File: config.mk
export PLATFORM = sky130hd
export DESIGN_NAME = fbla_ctrl
export DESIGN_NICKNAME = d
export VERILOG_FILES = /design/src/hw/rtl/fbla_pkg.sv /design/src/hw/rtl/fbla_ctrl.sv
export SDC_FILE = /design/constraint.sdc
export NUM_CORES = 1
export LEC_CHECK = 0
export BUFFER_PORTS_ARGS = -buffer_cell sky130_fd_sc_hd__buf_2
export CORE_AREA = 5 5 42 44
export DETAILED_ROUTE_END_ITERATION = 6
export DIE_AREA = 0 0 47 49
export GPL_TIMING_DRIVEN = 0
export PLACE_DENSITY = 0.44
export SLEW_MARGIN = 25
export SYNTH_ARGS = -nofsm -noshare
export SYNTH_HDL_FRONTEND = slang
export SYNTH_SLANG_ARGS = --single-unit
File: constraint.sdc
create_clock -name clk_i -period 3.14 [get_ports clk_i]
set_input_delay 0 -clock clk_i [delete_from_list [all_inputs] [get_ports clk_i]]
set_output_delay 0 -clock clk_i [all_outputs]
set_load 0.05 [all_outputs]
File: src/hw/rtl/fbla_pkg.sv
// Shared constants, codes and types of the free block list allocator.
package fbla_pkg;

  // Field widths fixed by the item and register formats.
  localparam int ACT_W  = 2;
  localparam int BLK_W  = 10;
  localparam int CNT_W  = 11;
  localparam int STAT_W = 2;

  // Default store depth, and the limits of the list.
  localparam int NUM_BLOCKS_DEF = 1024;
  localparam int FIRST_FREE     = 3;
  localparam int MIN_FLOOR      = 4;
  localparam int CNT_MAX        = 2047;

  // Action codes of an input item.
  localparam logic [ACT_W-1:0] ACT_FORMAT  = 2'd0;
  localparam logic [ACT_W-1:0] ACT_ALLOC   = 2'd1;
  localparam logic [ACT_W-1:0] ACT_RELEASE = 2'd2;

  // Status codes of a result item.
  localparam logic [STAT_W-1:0] ST_OK        = 2'd0;
  localparam logic [STAT_W-1:0] ST_EMPTY     = 2'd1;
  localparam logic [STAT_W-1:0] ST_TOO_SMALL = 2'd2;
  localparam logic [STAT_W-1:0] ST_BAD_REL   = 2'd3;

  // Datapath step codes issued by the controller.
  localparam int STEP_W = 3;
  localparam logic [STEP_W-1:0] STEP_NONE     = 3'd0;
  localparam logic [STEP_W-1:0] STEP_ALLOC    = 3'd1;
  localparam logic [STEP_W-1:0] STEP_REL      = 3'd2;
  localparam logic [STEP_W-1:0] STEP_LINK     = 3'd3;
  localparam logic [STEP_W-1:0] STEP_FMT_INIT = 3'd4;
  localparam logic [STEP_W-1:0] STEP_FMT      = 3'd5;

  // Command from the controller to the datapath.
  typedef struct packed {
    logic [STEP_W-1:0] step;
    logic              done;
    logic [STAT_W-1:0] status;
  } cmd_t;

  // Status from the datapath to the controller.
  typedef struct packed {
    logic free_zero;
    logic blk_ok;
    logic fmt_ok;
    logic fmt_last;
  } dp_stat_t;

  // One result item.
  typedef struct packed {
    logic [STAT_W-1:0] status;
    logic [BLK_W-1:0]  granted_block;
    logic [CNT_W-1:0]  free_left;
  } res_t;

endpackage

File: src/hw/rtl/fbla_ctrl.sv
// Controller state machine that sequences each action of the allocator.
module fbla_ctrl (
  input  logic                       clk_i,
  input  logic                       rst_ni,
  input  logic                       in_valid_i,
  input  logic [fbla_pkg::ACT_W-1:0] action_i,
  input  logic                       room_i,
  input  fbla_pkg::dp_stat_t         stat_i,
  output logic                       in_ready_o,
  output fbla_pkg::cmd_t             cmd_o
);
  import fbla_pkg::*;

  localparam logic [1:0] S_IDLE  = 2'd0;
  localparam logic [1:0] S_ALLOC = 2'd1;
  localparam logic [1:0] S_LINK  = 2'd2;
  localparam logic [1:0] S_FMT   = 2'd3;

  logic [1:0] state_q, state_d;
  logic       accept;

  assign in_ready_o = (state_q == S_IDLE) && room_i;
  assign accept     = in_valid_i && in_ready_o;

  // Next state and datapath command.
  always_comb begin
    state_d       = state_q;
    cmd_o.step    = STEP_NONE;
    cmd_o.done    = 1'b0;
    cmd_o.status  = ST_OK;
    case (state_q)
      S_IDLE: begin
        if (accept) begin
          case (action_i)
            ACT_FORMAT: begin
              if (stat_i.fmt_ok) begin
                cmd_o.step = STEP_FMT_INIT;
                state_d    = S_FMT;
              end else begin
                cmd_o.done   = 1'b1;
                cmd_o.status = ST_TOO_SMALL;
              end
            end
            ACT_ALLOC: begin
              if (stat_i.free_zero) begin
                cmd_o.done   = 1'b1;
                cmd_o.status = ST_EMPTY;
              end else begin
                state_d = S_ALLOC;
              end
            end
            ACT_RELEASE: begin
              cmd_o.done = 1'b1;
              if (!stat_i.blk_ok) begin
                cmd_o.status = ST_BAD_REL;
              end else begin
                cmd_o.step = STEP_REL;
                if (!stat_i.free_zero) begin
                  state_d = S_LINK;
                end
              end
            end
            default: begin
              cmd_o.done = 1'b1;
            end
          endcase
        end
      end
      S_ALLOC: begin
        cmd_o.step = STEP_ALLOC;
        cmd_o.done = 1'b1;
        state_d    = S_IDLE;
      end
      S_LINK: begin
        cmd_o.step = STEP_LINK;
        state_d    = S_IDLE;
      end
      S_FMT: begin
        cmd_o.step = STEP_FMT;
        if (stat_i.fmt_last) begin
          cmd_o.done = 1'b1;
          state_d    = S_IDLE;
        end
      end
      default: begin
        state_d = S_IDLE;
      end
    endcase
  end

  // State register.
  always_ff @(posedge clk_i or negedge rst_ni) begin
    if (!rst_ni) begin
      state_q <= S_IDLE;
    end else begin
      state_q <= state_d;
    end
  end

endmodule

# ---- Yosys cells after proc, flatten, opt, wreduce, memory -nomap -nowiden
# Index checks and enable logic that the tools add are counted.
# W data, S select, Z words.
dict set report word_totals {
  reg_bits 2
  latch_bits 0
  ramBits 0
  romBits 0
  inputBits 10
  output_inout_bits 7
  word_cells 40
  mem_count 0
}
dict set report op_classes {
  addsub 0
  multipliers 0
  div 0
  magnitude_cmp 0
  n_eq_ne 12
  shift 0
  muxes 21
  bitwise_logic 0
  reduce_logical 6
}
# cell n
set ops {}
lappend ops {{$mux W2} 9}
lappend ops {{$pmux W2 S3} 3}
lappend ops {{$ne A3 B3 Y1 const B} 4}
lappend ops {{$pmux W3 S4} 1}
lappend ops {{$mux W3} 3}
lappend ops {{$reduce_and A7 Y1} 1}
lappend ops {{$eq A2 B2 Y1 const B} 3}
lappend ops {{$mux W6} 1}
lappend ops {{$pmux W3 S2} 1}
lappend ops {{$eq A2 B1 Y1 const B} 2}
lappend ops {{$logic_not A2 Y1} 2}
lappend ops {{$ne A2 B2 Y1 const B} 2}
lappend ops {{$ne A4 B1 Y1 const B} 1}
lappend ops {{$pmux W1 S3} 1}
lappend ops {{$logic_and A1 B1 Y1} 2}
lappend ops {{$pmux W1 S2} 1}
lappend ops {{$reduce_or A2 Y1} 1}
lappend ops {{$mux W1} 1}

# ---- Depth between registers and ports, before layout
# Gate-level depths: netlist of run 1.
dict set report logic_depth {
  depth_word 5
  depth_mapped 4
  mapped_depth_nobuf 3
}

# ---- Worst setup path after synthesis of run 1
# OpenSTA, ideal clock, no wires.
dict set report synth_path {
  path_type {register -> output}
  startpoint {register state_q[0]}
  endpoint {output cmd_o[5] (netlist bit)}
  arrival_ps 2344
  t_required_ps 3140
  path_slack_ps 796
  stages_incl_launch_ff 5
  n_path_buf 1
  path_cell_list {dfrtp_1 > or2_1 > buf_2 > or3_4 > o21ai_0}
}
# item line
set synth_rtl {}
lappend synth_rtl {{start: declaration} fbla_ctrl.sv:19} ;# logic [1:0] state_q, state_d;
lappend synth_rtl {{start signal: assignment} fbla_ctrl.sv:96} ;# state_q <= state_d;
lappend synth_rtl {{end: declaration} fbla_ctrl.sv:10} ;# output fbla_pkg::cmd_t cmd_o

==> results of run 1 <==
## worst min-delay path by stage
| stage | to | slack, ns | depth (start not counted) |
|---|---|---|---|
| 2_1_floorplan | state_q[0]$_DFFE_PN0P_ | -0.30 | 0 |
| 3_3_place_gp | state_q[1]$_DFFE_PN0P_ | -0.22 | 1 |
| 3_5_place_dp | state_q[1]$_DFFE_PN0P_ | -0.21 | 1 |
| 4_1_cts | state_q[0]$_DFFE_PN0P_ | 0.08 | 2 |
| 5_1_grt | state_q[0]$_DFFE_PN0P_ | 0.10 | 2 |
| 6_report | state_q[1]$_DFFE_PN0P_ | 0.09 | 2 |
## metrics by stage
stage,hold slack [ns],power (mW)
after floorplan,-0.296,0.0567
after global placement,-0.215,0.0717
after detailed placement,-0.213,0.0716
after CTS,0.0818,0.133
after global routing,0.100,0.141
final,0.0891,0.129
## power by group through the flow
| stage | registers [mW] | logic (mW) | clock network, mW |
|---|---|---|---|
| after global placement | 0.0280 | 0.0437 | 0 |
| final | 0.0277 | 0.0442 | 0.0568 |
| after floorplan | 0.0277 | 0.0290 | 0 |
| after global routing | 0.0279 | 0.0487 | 0.0645 |
| after CTS | 0.0277 | 0.0447 | 0.0607 |
| after detailed placement | 0.0279 | 0.0437 | 0 |
## critical path, stage by stage (launching register included)
cell     delay (ns)
dfrtp_1        0.40
or2_1          0.23
buf_2          0.14
or3_4          0.38
and3b_1        0.22
buf_2          0.26
## kinds of logic after synthesis
kind of cell	count (synthesis)	share of synthesized area [%]
DFF	2	23.0
AOI/OAI and AO/OA	11	31.6
and+or+nand+nor	14	37.9
buffers and inverters	4	7.47
## final cells by class
cell class / count / share of cell area (%)
buffer: 1 / 1.43
clock buffer: 3 / 6.43
inverter: 3 / 3.21
multi-input combinational: 25 / 43.2
sequential: 2 / 14.3
tap: 16 / 5.71
timing repair buffer: 17 / 25.7
## metal layers
metal  vias to the layer above  part of all wire, %
li1                        152                    -
met1                       131                   47
met2                         9                   44
met3                         0                  8.3
met4                         0                    0
met5                         -                    0
## what timing repair did
action	CTS	global route
setup endpoints to repair	0	0
hold buffers	1	0
endpoints found under the hold margin	2	0
## layout by cell type, fill, tap and decap left out
master / instances
a21bo_2: 1
a21oi_1: 2
a2bb2oi_1: 1
a31oi_1: 1
and3b_1: 1
buf_2: 17
clkbuf_4: 3
dfrtp_1: 2
dlygate4sd3_1: 1
inv_1: 3
nand2_1: 4
nand2b_1: 2
nand3b_1: 1
nor2_1: 1
nor3_1: 2
nor3b_1: 1
o21ai_0: 4
o22ai_1: 1
o31ai_1: 1
or2_1: 1
or3_4: 1
==> impl_metrics.ini, run 1 <==
[layout]
drive_above_1_share_pct = 43.1
reg.largest.list = state_q: 2 flops
diodes = 0
largest-register = state_q
largest_reg_flops = 2
nNetsFinal = 63
regArea_um2 = 50.0
area_growth_pct = 60.9
nFillCells = 170
fin_cells = 67
design_area_um2 = 350
multiInputGateArea_um2 = 151
postLayoutCoreUtil_pct = 25.0

[floorplan]
die-area_mm2 = 0.00230
die_x_um = 47
start_util_pct = 15.5
rows = 14
num_io_pins = 17
die_h_um = 49
core_mm2 = 0.00140

[setup_path]
cp-endpoint = cmd_o[1]
critPathArrivalTime_ns = 1.85
worstSetupStartpointType = flop
cp-end-kind = primary output
rr_startpoint = state_q[0]$_DFFE_PN0P_
crit_type = reg -> out
crit_required_ns = 3.14
rr_worst_depth = 4
crit_start = state_q[0]$_DFFE_PN0P_
r2r_end = state_q[1]$_DFFE_PN0P_
cp_max_fo = 5
reg2reg_slack_ns = 1.76

[clock_network]
cts.path.max_buffers = 2
cts_tree = yes
clk_latency_ns = 0.22
cts.repair.resized = 0
cts_setup_buffers = 0
htreeDepth = 1
cts_buffers = 3
cts.clk_slew.worst_paths_ns = 0.03
clkSinkCount = 2
root_buffer = clkbuf_4

[pwr]
leakage_nw = 0.190
combPwrFrac_pct = 34.4
clockPowerShare_pct = 44.1
p_switching_uw = 44.6
vdd_drop_max_v = 0.000132
switching_share_pct = 34.7
p_seq_share_pct = 21.5
intPower_uw = 84.0
cellPowerDensity_mw_per_mm2 = 367

[detailed_routing]
finalWirelength_um = 661
dr_total_vias = 292
drcViolationCount = 0
drt_iter0_drc = 11
vias_per_cell = 4.36
dr.pass1.iters = 2
antenna_left = 0
wire_per_inst_um = 9.87

[timing]
min_period_over_period_pct = 58.8
finalHoldViolations = 0
rsz0062_at_grt = no
report.final.slew_viol_count = 0
fin_ws_ns = 1.29
min_period_ns = 1.85
fmax_mhz = 542
slew-limit-headroom_pct = 83.3
fin_worst_skew_ns = 0.00108
worst_pin_slew_ns = 0.251
setup_violations = 0
tns_ns = 0

[yosys]
seq_area_frac_synth_pct = 23.0
synthTopCellsByArea = dfrtp_1 23%, o21ai_0 9.2%, nand2_1 6.9%, nand2b_1 5.7%, inv_1 5.2%
synthArstFlopShare_pct = 100
synth_top_area_cell = dfrtp_1
synth_fp_nets = 41
synthFlopType = dfrtp_1
synth_commonest_cells = 4 x nand2_1, 4 x o21ai_0, 3 x inv_1
synthCells = 31
syn_area_per_cell_um2 = 7.02
syn_area_um2 = 218
synth-seq-cells = 2
ys.warnings.count = 0
synth_edf_count = 0
synth_top_area_share_pct = 23.0
ys_types = 19

[place]
dp_hpwl_um = 561
dp_slack_ns = 1.52
portBuffers = 16
place_congestion = 0.777
place_area_um2 = 318
dp_cells = 63

[global_route]
gr-usage-all-layers_pct = 7.17
grt_first_pass_wirelength_mm = 1.22
grt_pass1_vias = 298
grt_max_degree = 7
grtUsageMet2_pct = 9.28
grt_overflow = 0
antenna_found_initial = 0
grt_util_met1_pct = 9.63
busiest_layer = met1
grt.met3_usage_pct = 2.95

[status]
outcome = finished clean

[flow_run]
maxCapViolCount = 0

[hold_path]
hold_path_class = in -> async
Power figures use the tool's default switching activity.
==> inputs of run 2 (changes only) <==
Clock period 3.14 ns to 1.7 ns, I/O delays scaled along.
==> run 2 against run 1 <==
Sequential power rose by 82%. Combinational power rose by 110%. Clock power rose by 92%.
==> impl_metrics.ini, run 2 (synthesis gave the netlist of run 1 again) <==
[timing]
report.final.slew_viol_count = 0
slew-limit-headroom_pct = 83.5
min_period_ns = 1.66
tns_ns = 0
finalHoldViolations = 0
setup_violations = 0
fin_worst_skew_ns = 0.00727
worst_pin_slew_ns = 0.250
fin_ws_ns = 0.0389
fmax_mhz = 602
whs_ns = 0.0797
min_period_over_period_pct = 97.7
rsz0062_at_grt = no

[clock_network]
cts.clk_slew.worst_paths_ns = 0.03
cts_buffers = 3
clk_latency_ns = 0.23
cts.path.max_buffers = 2
cts_tree = yes
htreeDepth = 1
root_buffer = clkbuf_4
clkSinkCount = 2

[flow_run]
maxCapViolCount = 0

[floorplan]
die_h_um = 49
num_io_pins = 17
die-area_mm2 = 0.00230
start_util_pct = 15.5
rows = 14
die_x_um = 47
core_mm2 = 0.00140

[detailed_routing]
wire_per_inst_um = 10.4
drcViolationCount = 0
dr.pass1.iters = 1
antenna_left = 0
drt_iter0_drc = 0
vias_per_cell = 4.33
dr_total_vias = 299
finalWirelength_um = 716

[hold_path]
hold_path_class = in -> async

[global_route]
gr-usage-all-layers_pct = 7.52
antenna_found_initial = 0
grt_overflow = 0
grt_first_pass_wirelength_mm = 1.21
grt_max_degree = 7
grt_pass1_vias = 309

[layout]
drive_above_1_share_pct = 54.7
diodes = 0
nNetsFinal = 65
layout_commonest_cell = buf_2
largest-register = state_q
largest_reg_flops = 2
area_growth_pct = 84.5
final_cell_mix = 13 x buf_2, 5 x clkbuf_4, 4 x nand2_1
reg.largest.list = state_q: 2 flops
postLayoutCoreUtil_pct = 28.7

[pwr]
cellPowerDensity_mw_per_mm2 = 627
total_power_uw = 252
vdd_drop_max_v = 0.000252
leakage_nw = 0.206

[place]
dp_slack_ns = 0.0260
portBuffers = 16
place_congestion = 0.774
dp_hpwl_um = 562

[status]
outcome = finished clean

[setup_path]
critPathArrivalTime_ns = 1.66
cp-end-kind = primary output
crit_type = reg -> out
worstSetupStartpointType = flop
crit_required_ns = 1.70
cp_max_fo = 4
[run 2: layout make-up]
| cell class | count | area (um^2) |
|---|---|---|
| Clock buffer | 3 | 22.5 |
| Inverter | 3 | 11.3 |
| Sequential cell | 2 | 50.0 |
| Tap cell | 16 | 20.0 |
| Multi-Input combinational cell | 25 | 170 |
| Fill cell | 169 | 1000 |
| Timing Repair Buffer | 20 | 128 |
[run 2: stage by stage]
step	instance area [um^2]	std cells
after global routing	402	69
final	402	69
after floorplan	234	31
after global placement	334	63
after detailed placement	334	63
after CTS	397	69
[run 2: path summary, 6_finish.rpt]
check / from / endpoint / slack [ns] / cells past startpoint
hold / removal: rst_ni / state_q[1]$_DFFE_PN0P_ / 0.08 / 2
hold reg to reg: state_q[1]$_DFFE_PN0P_ / state_q[1]$_DFFE_PN0P_ / 0.68 / 3
setup reg to reg: state_q[1]$_DFFE_PN0P_ / state_q[1]$_DFFE_PN0P_ / 0.44 / 3
min in group clk_i: stat_i[0] / state_q[1]$_DFFE_PN0P_ / 0.10 / 3
setup / recovery: state_q[1]$_DFFE_PN0P_ / cmd_o[1] / 0.04 / 4
max in group asynchronous: rst_ni / state_q[0]$_DFFE_PN0P_ / 1.52 / 2
[run 2: per-layer routing]
| metal | vias to the layer above | track usage [%] | wire (um) |
|---|---|---|---|
| met5 | - | 0 | 0 |
| met4 | 0 | 6.91 | 19 |
| met3 | 2 | 2.58 | 68 |
| met2 | 11 | 11.5 | 340 |
| met1 | 132 | 7.44 | 288 |
| li1 | 154 | - | - |
[run 2: critical path, cell delays in order (launching register included)]
cell,delay (ns)
dfrtp_1,0.37
or2_4,0.25
or3_4,0.39
and3b_2,0.27
buf_8,0.14
[run 2: report_power, final]
group	internal [mW]	total [mW]	switching [mW]
clock	0.0782	0.109	0.0304
sequential	0.0494	0.0503	0.000901
combinational	0.0349	0.0929	0.0579
[run 2: what timing repair did]
item                                   4_1_cts  5_1_grt
setup endpoints to repair                    3        3
hold buffers                                 1        0
pin swaps                                    2        1
setup buffers                                3        0
resized for setup                            4        2
endpoints found under the hold margin        2        0
