==> src/hw/rtl/fbla_pkg.sv <==
// Shared constants, codes and types of the free block list allocator.
package fbla_pkg;

  // Field widths fixed by the item and register formats.
  localparam int ACT_W  = 2;
  localparam int BLK_W  = 10;
  localparam int CNT_W  = 11;
  localparam int STAT_W = 2;

  // Default store depth, and the limits of the list.
  localparam int NUM_BLOCKS_DEF = 1024;
  localparam int FIRST_FREE     = 3;
  localparam int MIN_FLOOR      = 4;
  localparam int CNT_MAX        = 2047;

  // Action codes of an input item.
  localparam logic [ACT_W-1:0] ACT_FORMAT  = 2'd0;
  localparam logic [ACT_W-1:0] ACT_ALLOC   = 2'd1;
  localparam logic [ACT_W-1:0] ACT_RELEASE = 2'd2;

  // Status codes of a result item.
  localparam logic [STAT_W-1:0] ST_OK        = 2'd0;
  localparam logic [STAT_W-1:0] ST_EMPTY     = 2'd1;
  localparam logic [STAT_W-1:0] ST_TOO_SMALL = 2'd2;
  localparam logic [STAT_W-1:0] ST_BAD_REL   = 2'd3;

  // Datapath step codes issued by the controller.
  localparam int STEP_W = 3;
  localparam logic [STEP_W-1:0] STEP_NONE     = 3'd0;
  localparam logic [STEP_W-1:0] STEP_ALLOC    = 3'd1;
  localparam logic [STEP_W-1:0] STEP_REL      = 3'd2;
  localparam logic [STEP_W-1:0] STEP_LINK     = 3'd3;
  localparam logic [STEP_W-1:0] STEP_FMT_INIT = 3'd4;
  localparam logic [STEP_W-1:0] STEP_FMT      = 3'd5;

  // Command from the controller to the datapath.
  typedef struct packed {
    logic [STEP_W-1:0] step;
    logic              done;
    logic [STAT_W-1:0] status;
  } cmd_t;

  // Status from the datapath to the controller.
  typedef struct packed {
    logic free_zero;
    logic blk_ok;
    logic fmt_ok;
    logic fmt_last;
  } dp_stat_t;

  // One result item.
  typedef struct packed {
    logic [STAT_W-1:0] status;
    logic [BLK_W-1:0]  granted_block;
    logic [CNT_W-1:0]  free_left;
  } res_t;

endpackage

==> src/hw/rtl/fbla_out_buf.sv <==
// Two-entry result buffer: an output register with a skid stage behind it.
module fbla_out_buf (
  input  logic           clk_i,
  input  logic           rst_ni,
  input  logic           push_i,
  input  fbla_pkg::res_t push_data_i,
  output logic           room_o,
  output logic           out_valid_o,
  input  logic           out_ready_i,
  output fbla_pkg::res_t out_data_o
);
  import fbla_pkg::*;

  logic out_valid_q, out_valid_d;
  logic hold_valid_q, hold_valid_d;
  res_t out_q, out_d;
  res_t hold_q, hold_d;
  logic out_free;

  assign out_free    = !out_valid_q || out_ready_i;
  assign room_o      = !hold_valid_q;
  assign out_valid_o = out_valid_q;
  assign out_data_o  = out_q;

  // Keep results in order: the skid entry always moves out first.
  always_comb begin
    out_valid_d  = out_valid_q;
    hold_valid_d = hold_valid_q;
    out_d        = out_q;
    hold_d       = hold_q;
    if (out_valid_q && out_ready_i) begin
      out_valid_d = 1'b0;
    end
    if (hold_valid_q) begin
      if (out_free) begin
        out_d        = hold_q;
        out_valid_d  = 1'b1;
        hold_valid_d = push_i;
        hold_d       = push_data_i;
      end
    end else if (push_i) begin
      if (out_free) begin
        out_d       = push_data_i;
        out_valid_d = 1'b1;
      end else begin
        hold_d       = push_data_i;
        hold_valid_d = 1'b1;
      end
    end
  end

  // Valid flags.
  always_ff @(posedge clk_i or negedge rst_ni) begin
    if (!rst_ni) begin
      out_valid_q  <= 1'b0;
      hold_valid_q <= 1'b0;
    end else begin
      out_valid_q  <= out_valid_d;
      hold_valid_q <= hold_valid_d;
    end
  end

  // Result payloads.
  always_ff @(posedge clk_i) begin
    out_q  <= out_d;
    hold_q <= hold_d;
  end

endmodule

==> config.mk <==
export PLATFORM = sky130hd
export DESIGN_NAME = fbla_out_buf
export DESIGN_NICKNAME = d
export VERILOG_FILES = /design/src/hw/rtl/fbla_pkg.sv /design/src/hw/rtl/fbla_out_buf.sv
export SDC_FILE = /design/constraint.sdc
export NUM_CORES = 1
export LEC_CHECK = 0
export BUFFER_PORTS_ARGS = -buffer_cell sky130_fd_sc_hd__buf_2
export CAP_MARGIN = 20
export CORE_MARGIN = 2
export CORE_UTILIZATION = 40
export CTS_BUF_LIST = sky130_fd_sc_hd__clkbuf_8
export CTS_CLUSTER_DIAMETER = 80
export DETAILED_ROUTE_END_ITERATION = 10
export HOLD_SLACK_MARGIN = 0.06
export SLEW_MARGIN = 25
export SYNTH_ARGS = -nofsm -noshare
export SYNTH_HDL_FRONTEND = slang
export SYNTH_SLANG_ARGS = --single-unit
==> constraint.sdc <==
create_clock -name clk_i -period 4.55 [get_ports clk_i]
set_input_delay 0.91 -clock clk_i [delete_from_list [all_inputs] [get_ports clk_i]]
set_output_delay 0.91 -clock clk_i [all_outputs]
set_load 0.1 [all_outputs]
# Word-level counts from Yosys, hierarchy flattened
# Index checks and enable logic that the tools add are counted.
[classes] n_eq_ne=2 muxes=15 reduce_logical=7
[op_table] op="23-bit two-way mux" n=7
[op_table] op="1-bit two-way mux" n=8
[op_table] op="3-bit AND reduction" n=1
[op_table] op="1-bit zero test" n=2
[op_table] op="2-bit by 1-bit inequality test with 1-bit output, second input constant" n=1
[op_table] op="2-bit inequality test, second input constant" n=1
[op_table] op="2-bit AND reduction" n=1
[op_table] op="2-bit nonzero test" n=1
[op_table] op="1-bit logical AND" n=1
[op_table] op="1-bit logical OR" n=1
[totals] reg_bits=48 output_inout_bits=25 elab_cells=32

# Logic depth before layout (Yosys ltp)
# Gate-level depths: netlist (run 1).
[logic_depth] depth_word=5 depth_mapped=4

# Worst setup path after synthesis (run 1)
# OpenSTA, ideal clock, no wires.
[synth_path] kind="register -> register" startpoint="reg hold_valid_q" endpoint="reg hold_q[0] in the netlist's numbering (enable)" arrival_ns=2.806 required_time_ns=4.115 slack_ns=1.309 path_stages_with_launch=5 n_path_buf=2 period_less_slack_ns=3.241 cell_sequence="dfrtp_1 > buf_6 > buf_12 > inv_1 > o21ai_0"
[synth_via] elab_chain_len=2
[synth_rtl] element="start, declared" line_no="fbla_out_buf.sv:15" rtl="logic hold_valid_q, hold_valid_d;"
[synth_rtl] element="start signal, assigned" line_no="fbla_out_buf.sv:59" rtl="hold_valid_q <= hold_valid_d;"
[synth_rtl] element="2-bit by 1-bit inequality test with 1-bit output (no line), or another cell as far along"
[synth_rtl] element="3-bit AND reduction (no line) (*)"
[synth_rtl] element="end signal, assigned" line_no="fbla_out_buf.sv:66" rtl="hold_q <= hold_d;"
[synth_rtl] element="end, declared" line_no="fbla_out_buf.sv:17" rtl="res_t hold_q, hold_d;"
# Mark *: on every way between the ends. The rest lies on a longest branch, timed or not.
# A chain may end at the register's enable or synchronous reset.

# Final worst setup path (run 1)
[layout_path] startpoint="reg hold_valid_q" endpoint="out room_o"
[layout_via] elab_chain_len=1
[layout_rtl] element="1-bit zero test" line_no="fbla_out_buf.sv:21" rtl="assign room_o = !hold_valid_q;"
[layout_rtl] element="end, declared" line_no="fbla_out_buf.sv:7" rtl="output logic room_o,"
# No other way between the ends.

==> results of run 1 <==
==> logic make-up after synthesis <==
kind of cell / share of synthesized area [%]
buf+inv: 2.70
simple gates: 1.69
mux: 17.6
flops: 77.1
fa+ha+maj: 0.607
compound gates: 0.269
==> registers in the layout (all words and copies together), names as in the netlist <==
signal	count
out_data_o	23
hold_valid_q	1
hold_q	23
out_valid_o	1
==> layout make-up <==
| class | instances | area (um2) | share of cell area [%] |
|---|---|---|---|
| flip-flops and latches | 48 | 1430 | 64.1 |
| multi-input cells | 30 | 393 | 17.6 |
| repair buffers | 52 | 263 | 11.8 |
| clock buffers | 5 | 68.8 | 3.08 |
| well taps | 52 | 65.1 | 2.91 |
| clock inverters | 2 | 8.76 | 0.392 |
| inverters | 1 | 3.75 | 0.168 |
==> metal layers <==
metal	vias to the layer above	part of all wire [%]	GRT usage [%]
met5	-	0	0
met4	0	0.85	4.40
met3	4	7.6	5.28
met2	41	47	18.0
met1	423	45	15.3
li1	427	-	-
==> placed cells by master, fill, tap and decap left out, drive strengths merged <==
cell type / n
clkbuf: 5
nand2b: 1
nor2: 2
maj3: 1
clkinv: 1
dfrtp: 2
buf: 52
inv: 2
edfxtp: 46
mux2: 23
nand4bb: 1
nor2b: 1
o21ai: 1
==> through the flow <==
stage | hold slack [ps] | std cells
finish | 386 | 190
global route | 368 | 190
CTS | 383 | 190
detailed placement | 535 | 183
global placement | 531 | 183
floorplan | 523 | 82
==> critical path, stage by stage, from the launching register on <==
cell     delay [ps]
dfrtp_1         420
inv_1           120
buf_2           440
==> final timing paths <==
kind                                  end  slack, ps  cells past startpoint
hold reg to reg            out_data_o[20]        550                      1
max in group asynchronous    hold_valid_q       4070                      1
setup reg to reg                hold_q[4]       2890                      3
min in group clk_i         out_data_o[20]        550                      1
setup / recovery                   room_o       2370                      2
hold / removal                out_valid_o        390                      1
==> power by group through the flow <==
stage / clock [mW] / combinational (mW) / sequential (mW)
floorplan: 0 / 0.0932 / 0.747
global placement: 0 / 0.311 / 0.568
detailed placement: 0 / 0.316 / 0.570
CTS: 0.238 / 0.317 / 0.560
global route: 0.261 / 0.326 / 0.563
finish: 0.232 / 0.314 / 0.559
==> impl_metrics.env, run 1 <==
export IMPL_status="completed"
export IMPL_syn_to_final_growth_pct=20.4
export IMPL_drtIter0Drc=56
export IMPL_end_kind="output pin"
export IMPL_fp_dieW_um=72.1
export IMPL_place_ws_ps=2420
export IMPL_startpoint="hold_valid_q"
export IMPL_finish_utilization_pct=50.6
export IMPL_r2r_start="hold_valid_q"
export IMPL_drive_gt1_share_pct=60.9
export IMPL_final_area_um2=2230
export IMPL_grt_pass1_wl_um=4520
export IMPL_p_sw_share_pct=34.9
export IMPL_grt_use_total_pct=11.9
export IMPL_ir_drop_mv=0.304
export IMPL_placed_area_um2=2160
export IMPL_first_global_vias=921
export IMPL_cts_max_path_buffers=2
export IMPL_vias_per_cell=4.71
export IMPL_p_sw_mw=0.386
export IMPL_start_util_pct=42.0
export IMPL_synth_seq_cells=48
export IMPL_synth_most_common_cell="edfxtp_1"
export IMPL_ys_warn_count=0
export IMPL_wire_per_inst_um=15.5
export IMPL_synth_top_area_share_pct=74.4
export IMPL_syn_inst=82
export IMPL_cts_resized=0
export IMPL_cp_arrival_ps=1270
export IMPL_syn_cell_area_um2=1860
export IMPL_fmax_mhz=458
export IMPL_drc=0
export IMPL_finalNetCount=165
export IMPL_final_fill_count=383
export IMPL_worst_pin_slew_ps=722
export IMPL_yosysUniqueCellTypes=14
export IMPL_synth_seq_area_share_pct=77.1
export IMPL_cts_sinks=48
export IMPL_maxSlewHeadroom_pct=51.7
export IMPL_powerDensity_nw_per_um2=495
export IMPL_rsz0062_at_grt="no"
export IMPL_cts_tree="yes"
export IMPL_insertion_delay_ps=290
export IMPL_die_area_um2=5200
export IMPL_place_congestion=0.645
export IMPL_drtAntennaViolNets=0
export IMPL_synth_edf_count=46
export IMPL_grt_antenna_before_repair=0
export IMPL_combPwrFrac_pct=28.4
export IMPL_required_ps=3640
export IMPL_seqPwrFrac_pct=50.6
export IMPL_fin_skew_ps=6.74
export IMPL_clk_pin_slew_ps=80
export IMPL_p_int_mw=0.719
export IMPL_total_power_mw=1.11
export IMPL_grt_overflow_total=0
export IMPL_first_pass_iters=4
export IMPL_syn_nets=109
export IMPL_crit_path_max_fanout=4
export IMPL_grt_max_degree=25
export IMPL_critPathLaunchType="flop"
export IMPL_synth_area_leaders="edfxtp_1, mux2_4, mux2_2, dfrtp_1, buf_12"
export IMPL_slew_violations=0
export IMPL_post_cts_buffers=0
export IMPL_setup_worst_path_class="flop to output pin"
export IMPL_async_reset_ff_share_pct=4.17
export IMPL_root_buffer="clkbuf_8"
export IMPL_power_share_clock_pct=21.0
export IMPL_synth_common_cells="edfxtp_1, mux2_4, mux2_2"
export IMPL_setup_tns_ps=0
export IMPL_rows=24
export IMPL_io_pin_count=52
export IMPL_final_hold_viol_count=0
export IMPL_place_hpwl_um=2030
export IMPL_finalCriticalPeriod_ps=2180
export IMPL_vias=895
export IMPL_core_um2=4410
export IMPL_fin_ws_ps=2370
export IMPL_port_buffers=51
export IMPL_ctsHtreeMaxLevel=2
export IMPL_postCtsHoldBufs=0
export IMPL_synth_top_flop_cell="edfxtp_1"
export IMPL_synth_area_per_cell_um2=22.6
export IMPL_period_share_pct=48.0
export IMPL_yosysTopAreaCell="edfxtp_1"
export IMPL_hp_class="input pin to async pin"
export IMPL_cts_made_buffers=5
export IMPL_wl_um=2940
export IMPL_n_antenna_cell=0
export IMPL_p_leak_nw=0.897
export IMPL_die_h_um=72.1
export IMPL_maxCapViolCount=0
export IMPL_finalSetupViolCount=0
(Power assumes the default switching activity.)
==> run 2: changes to the inputs <==
Settings changed: PLACE_DENSITY set to 0.66.
Clock period 4.55 ns to 1.8 ns, I/O delays scaled along.
==> run 2 against run 1 <==
  * Sequential share of layout area down 2.5 points
  * Clock-buffer cell count unchanged
  * Global-route usage down 0.18 points
  * Die area unchanged
  * First-iteration DRC count down 70%
  * Wire length down 3.4%
  * Final cell count up 4.7%
  * Largest power group unchanged
  * Critical path depth unchanged
  * Total power rose to 2.6 times the previous value
  * Worst hold slack worse by 140 ps
  * Design area up 4.1%
  * Setup slack worse by 2200 ps
  * Critical endpoint unchanged
==> impl_metrics.env, run 2 (same netlist as run 1, synthesis figures left out) <==
export IMPL_end_kind="output pin"
export IMPL_die_area_um2=5200
export IMPL_grt_use_total_pct=11.8
export IMPL_clk_pin_slew_ps=80
export IMPL_crit_path_max_fanout=6
export IMPL_start_util_pct=42.0
export IMPL_finalSetupViolCount=0
export IMPL_drtIter0Drc=17
export IMPL_met3_usage_pct=4.44
export IMPL_grt_pass1_wl_um=4460
export IMPL_total_power_mw=2.83
export IMPL_wire_per_inst_um=14.3
export IMPL_ctsHtreeMaxLevel=2
export IMPL_wl_um=2840
export IMPL_slew_violations=0
export IMPL_r2r_start="hold_valid_q"
export IMPL_grt_antenna_before_repair=0
export IMPL_use_met2_pct=16.4
export IMPL_grt_max_degree=20
export IMPL_required_ps=1440
export IMPL_worst_pin_slew_ps=499
export IMPL_fp_dieW_um=72.1
export IMPL_die_h_um=72.1
export IMPL_cts_tree="yes"
export IMPL_powerDensity_nw_per_um2=1220
export IMPL_endpoint="room_o"
export IMPL_grt_busiest_layer="met2"
export IMPL_maxCapViolCount=0
export IMPL_fin_skew_ps=7.47
export IMPL_finalCriticalPeriod_ps=1660
export IMPL_grt_overflow_total=0
export IMPL_drc=0
export IMPL_n_antenna_cell=0
export IMPL_core_um2=4410
export IMPL_setup_worst_path_class="flop to output pin"
export IMPL_cts_sinks=48
export IMPL_finalNetCount=173
export IMPL_final_common_cell="buf_2"
export IMPL_status="completed"
export IMPL_vias_per_cell=4.64
export IMPL_syn_to_final_growth_pct=25.3
export IMPL_final_cell_mix="buf_2, edfxtp_1, mux2_4"
export IMPL_startpoint="hold_valid_q"
export IMPL_p_leak_nw=0.947
export IMPL_cp_arrival_ps=1300
export IMPL_place_ws_ps=347
export IMPL_grt_use_met1_pct=15.9
export IMPL_drive_gt1_share_pct=61.9
export IMPL_io_pin_count=52
export IMPL_root_buffer="clkbuf_8"
export IMPL_cts_made_buffers=5
export IMPL_insertion_delay_ps=290
export IMPL_maxSlewHeadroom_pct=66.7
export IMPL_rsz0062_at_grt="no"
export IMPL_ff2ff_setup_slack_ps=430
export IMPL_period_share_pct=92.3
export IMPL_reg2reg_to="out_data_o[17]"
export IMPL_fmax_mhz=602
export IMPL_reg2regPathDepth=2
export IMPL_ir_drop_mv=0.690
export IMPL_port_buffers=51
export IMPL_drtAntennaViolNets=0
export IMPL_hp_class="input pin to flop"
export IMPL_vias=923
export IMPL_first_pass_iters=4
export IMPL_place_congestion=0.643
export IMPL_cts_max_path_buffers=2
export IMPL_rows=24
export IMPL_first_global_vias=904
export IMPL_fin_ws_ps=139
export IMPL_critPathLaunchType="flop"
export IMPL_final_hold_viol_count=0
run 2: metal layers:
| metal | up-vias | share of wire, % |
|---|---|---|
| li1 | 447 | - |
| met1 | 429 | 45 |
| met2 | 42 | 43 |
| met3 | 5 | 9.4 |
| met4 | 0 | 1.8 |
| met5 | - | 0 |
run 2: what timing repair did:
item                      in CTS  in global routing
resized for setup              0                  0
hold buffers                   1                  0
hold endpoints to repair       2                  0
buffers inserted               0                  0
run 2: worst min-delay path by stage:
| stage | slack (ps) | start | endpoint | cells after the start |
|---|---|---|---|---|
| finish | 250 | push_data_i[4] | hold_q[4] | 1 |
| floorplan | 60 | rst_ni | hold_valid_q | 0 |
| global route | 240 | push_data_i[14] | hold_q[14] | 1 |
| CTS | 240 | push_data_i[10] | hold_q[10] | 1 |
| global placement | 150 | rst_ni | hold_valid_q | 1 |
| detailed placement | 150 | rst_ni | hold_valid_q | 1 |
run 2: power by group:
part | total [mW] | switching (mW) | internal, mW
sequential | 1.41 | 0.0299 | 1.38
combinational | 0.840 | 0.622 | 0.218
clock | 0.580 | 0.320 | 0.259
run 2: final cells by class:
type | instances | area (um2)
inverter | 1 | 3.75
clock buffer | 5 | 68.8
multi-input combinational | 30 | 393
clock inverter | 3 | 11.3
timing repair buffer | 60 | 350
sequential | 48 | 1430
fill | 364 | 2090
tap | 52 | 65.1
run 2: through the flow:
stage | hold slack [ps] | TNS [ps] | area [um2] | utilization, % | cells
global route | 243 | 0 | 2320 | 52.7 | 199
CTS | 243 | 0 | 2320 | 52.7 | 199
global placement | 145 | 0 | 2230 | 50.6 | 190
floorplan | 64.4 | -4340 | 1880 | - | 82
finish | 251 | 0 | 2320 | 52.7 | 199
detailed placement | 148 | 0 | 2230 | 50.6 | 190
run 2: critical path, cell delays in order (launching register included):
cell and delay [ps]:
dfrtp_1 430, inv_1 130, buf_2 440
==> run 3: changes to the inputs <==
Settings changed: REMOVE_ABC_BUFFERS set to 1.
==> run 3 against run 2 <==
  * Non-clock buffer count is 5 lower
  * Die area stayed put
  * Clock power is 2% higher
  * Utilization is 1.3 points lower
  * Global-route usage is 1.1 points higher
  * Combinational power is 2.6% lower
  * Largest power group unchanged
  * First-iteration DRC count grew to 3.7 times the previous value
  * Largest cell class unchanged
  * Critical endpoint unchanged
==> impl_metrics.env, run 3 (same netlist as run 1, synthesis figures left out) <==
export IMPL_grt_use_total_pct=12.8
export IMPL_finish_utilization_pct=51.4
export IMPL_hp_class="input pin to flop"
export IMPL_end_kind="output pin"
export IMPL_crit_path_max_fanout=26
export IMPL_finalCriticalPeriod_ps=1700
export IMPL_die_h_um=72.1
export IMPL_critPathLaunchType="flop"
export IMPL_syn_to_final_growth_pct=22.3
export IMPL_maxSlewHeadroom_pct=54.7
export IMPL_finalNetCount=168
export IMPL_maxCapViolCount=0
export IMPL_final_area_um2=2270
export IMPL_ctsHtreeMaxLevel=2
export IMPL_crit_chain="buf_6, inv_1, buf_4"
export IMPL_seqPwrFrac_pct=50.0
export IMPL_wire_per_inst_um=16.2
export IMPL_fin_skew_ps=5.60
export IMPL_rsz0062_at_grt="no"
export IMPL_combPwrFrac_pct=29.0
export IMPL_port_buffers=51
export IMPL_rows=24
export IMPL_fmax_mhz=587
export IMPL_final_hold_viol_count=0
export IMPL_n_antenna_cell=0
export IMPL_drtIter0Drc=63
export IMPL_vias_per_cell=4.74
export IMPL_core_um2=4410
export IMPL_cts_made_buffers=5
export IMPL_ir_drop_mv=0.738
export IMPL_setup_tns_ps=0
export IMPL_place_congestion=0.654
export IMPL_final_instance_count_excl_fill=193
export IMPL_cts_sinks=48
export IMPL_drtAntennaViolNets=0
export IMPL_first_global_vias=939
export IMPL_first_pass_iters=3
export IMPL_cp_arrival_ps=1340
export IMPL_cts_tree="yes"
export IMPL_worst_path_max_delay_cell="dfrtp_1"
export IMPL_cts_max_path_buffers=2
export IMPL_grt_antenna_before_repair=0
export IMPL_placed_area_um2=2170
export IMPL_die_area_um2=5200
export IMPL_hold_ws_ps=248
export IMPL_clk_pin_slew_ps=80
export IMPL_cpPeakStageDelay_ps=370
export IMPL_io_pin_count=52
export IMPL_powerDensity_nw_per_um2=1240
export IMPL_drive_gt1_share_pct=60.3
export IMPL_place_hpwl_um=2190
export IMPL_post_cts_buffers=0
export IMPL_insertion_delay_ps=300
export IMPL_grt_overflow_total=0
export IMPL_p_leak_nw=0.910
export IMPL_p_sw_mw=0.987
export IMPL_final_cell_mix="buf_2, edfxtp_1, mux2_4"
export IMPL_root_buffer="clkbuf_8"
export IMPL_wl_um=3120
export IMPL_status="completed"
export IMPL_setup_worst_path_class="flop to output pin"
export IMPL_final_fill_count=375
export IMPL_vias=915
export IMPL_power_share_clock_pct=21.0
export IMPL_dp_cells=185
export IMPL_required_ps=1440
export IMPL_worst_pin_slew_ps=678
export IMPL_p_int_mw=1.83
export IMPL_period_share_pct=94.6
export IMPL_drc=0
export IMPL_p_sw_share_pct=35.0
export IMPL_finalSetupViolCount=0
export IMPL_fp_dieW_um=72.1
export IMPL_grt_max_degree=27
export IMPL_grt_pass1_wl_um=4810
export IMPL_final_common_cell="buf_2"
export IMPL_slew_violations=0
export IMPL_start_util_pct=42.0
run 3: path summary, 6_finish.rpt:
| check | from | to | slack (ps) | cells after the start |
|---|---|---|---|---|
| max reg2reg | out_valid_o | out_data_o[8] | 290 | 2 |
| max | hold_valid_q | room_o | 100 | 3 |
| min | push_data_i[22] | hold_q[22] | 250 | 1 |
| min in group asynchronous | rst_ni | out_valid_o | 370 | 2 |
| max in group asynchronous | rst_ni | hold_valid_q | 1340 | 2 |
| min reg2reg | hold_q[1] | out_data_o[1] | 550 | 1 |
run 3: area by class of cell:
class                   instances  area, um2  share of cell area, %
flip-flops and latches         48       1430                   63.1
clock buffers                   5       68.8                   3.03
multi-input cells              30        385                   17.0
repair buffers                 55        307                   13.5
well taps                      52       65.1                   2.87
inverters                       1       3.75                  0.165
clock inverters                 2       7.51                  0.331
run 3: timing repair:
item / in CTS / in global routing
resized for setup: 3 / 0
endpoints found under the setup margin: 24 / 0
hold endpoints to repair: 2 / 0
hold buffers: 1 / 0
run 3: stage by stage:
stage          worst slack, ps  power (mW)
2_1_floorplan            -2270        2.10
3_3_place_gp              49.5        2.23
3_5_place_dp             -61.3        2.25
4_1_cts                   68.8        2.85
5_1_grt                   20.6        2.91
6_report                  96.7        2.82
run 3: metal layers:
layer / global-route usage [%] / share of wire, %
met3: 5.00 / 7.0
met5: 0 / 0
met4: 6.29 / 2.0
met1: 15.8 / 45
met2: 19.9 / 46
run 3: power groups by stage:
stage | combinational (mW) | sequential (mW) | clock, mW
global placement | 0.801 | 1.43 | 0
finish | 0.818 | 1.41 | 0.591
global route | 0.845 | 1.42 | 0.645
floorplan | 0.185 | 1.91 | 0
CTS | 0.824 | 1.41 | 0.613
detailed placement | 0.815 | 1.44 | 0
run 3: worst max-delay path: cells and delay by family, from the launching register on:
kind | cells | cell delay (ps)
buffers and inverters | 3 | 680
DFF | 1 | 370
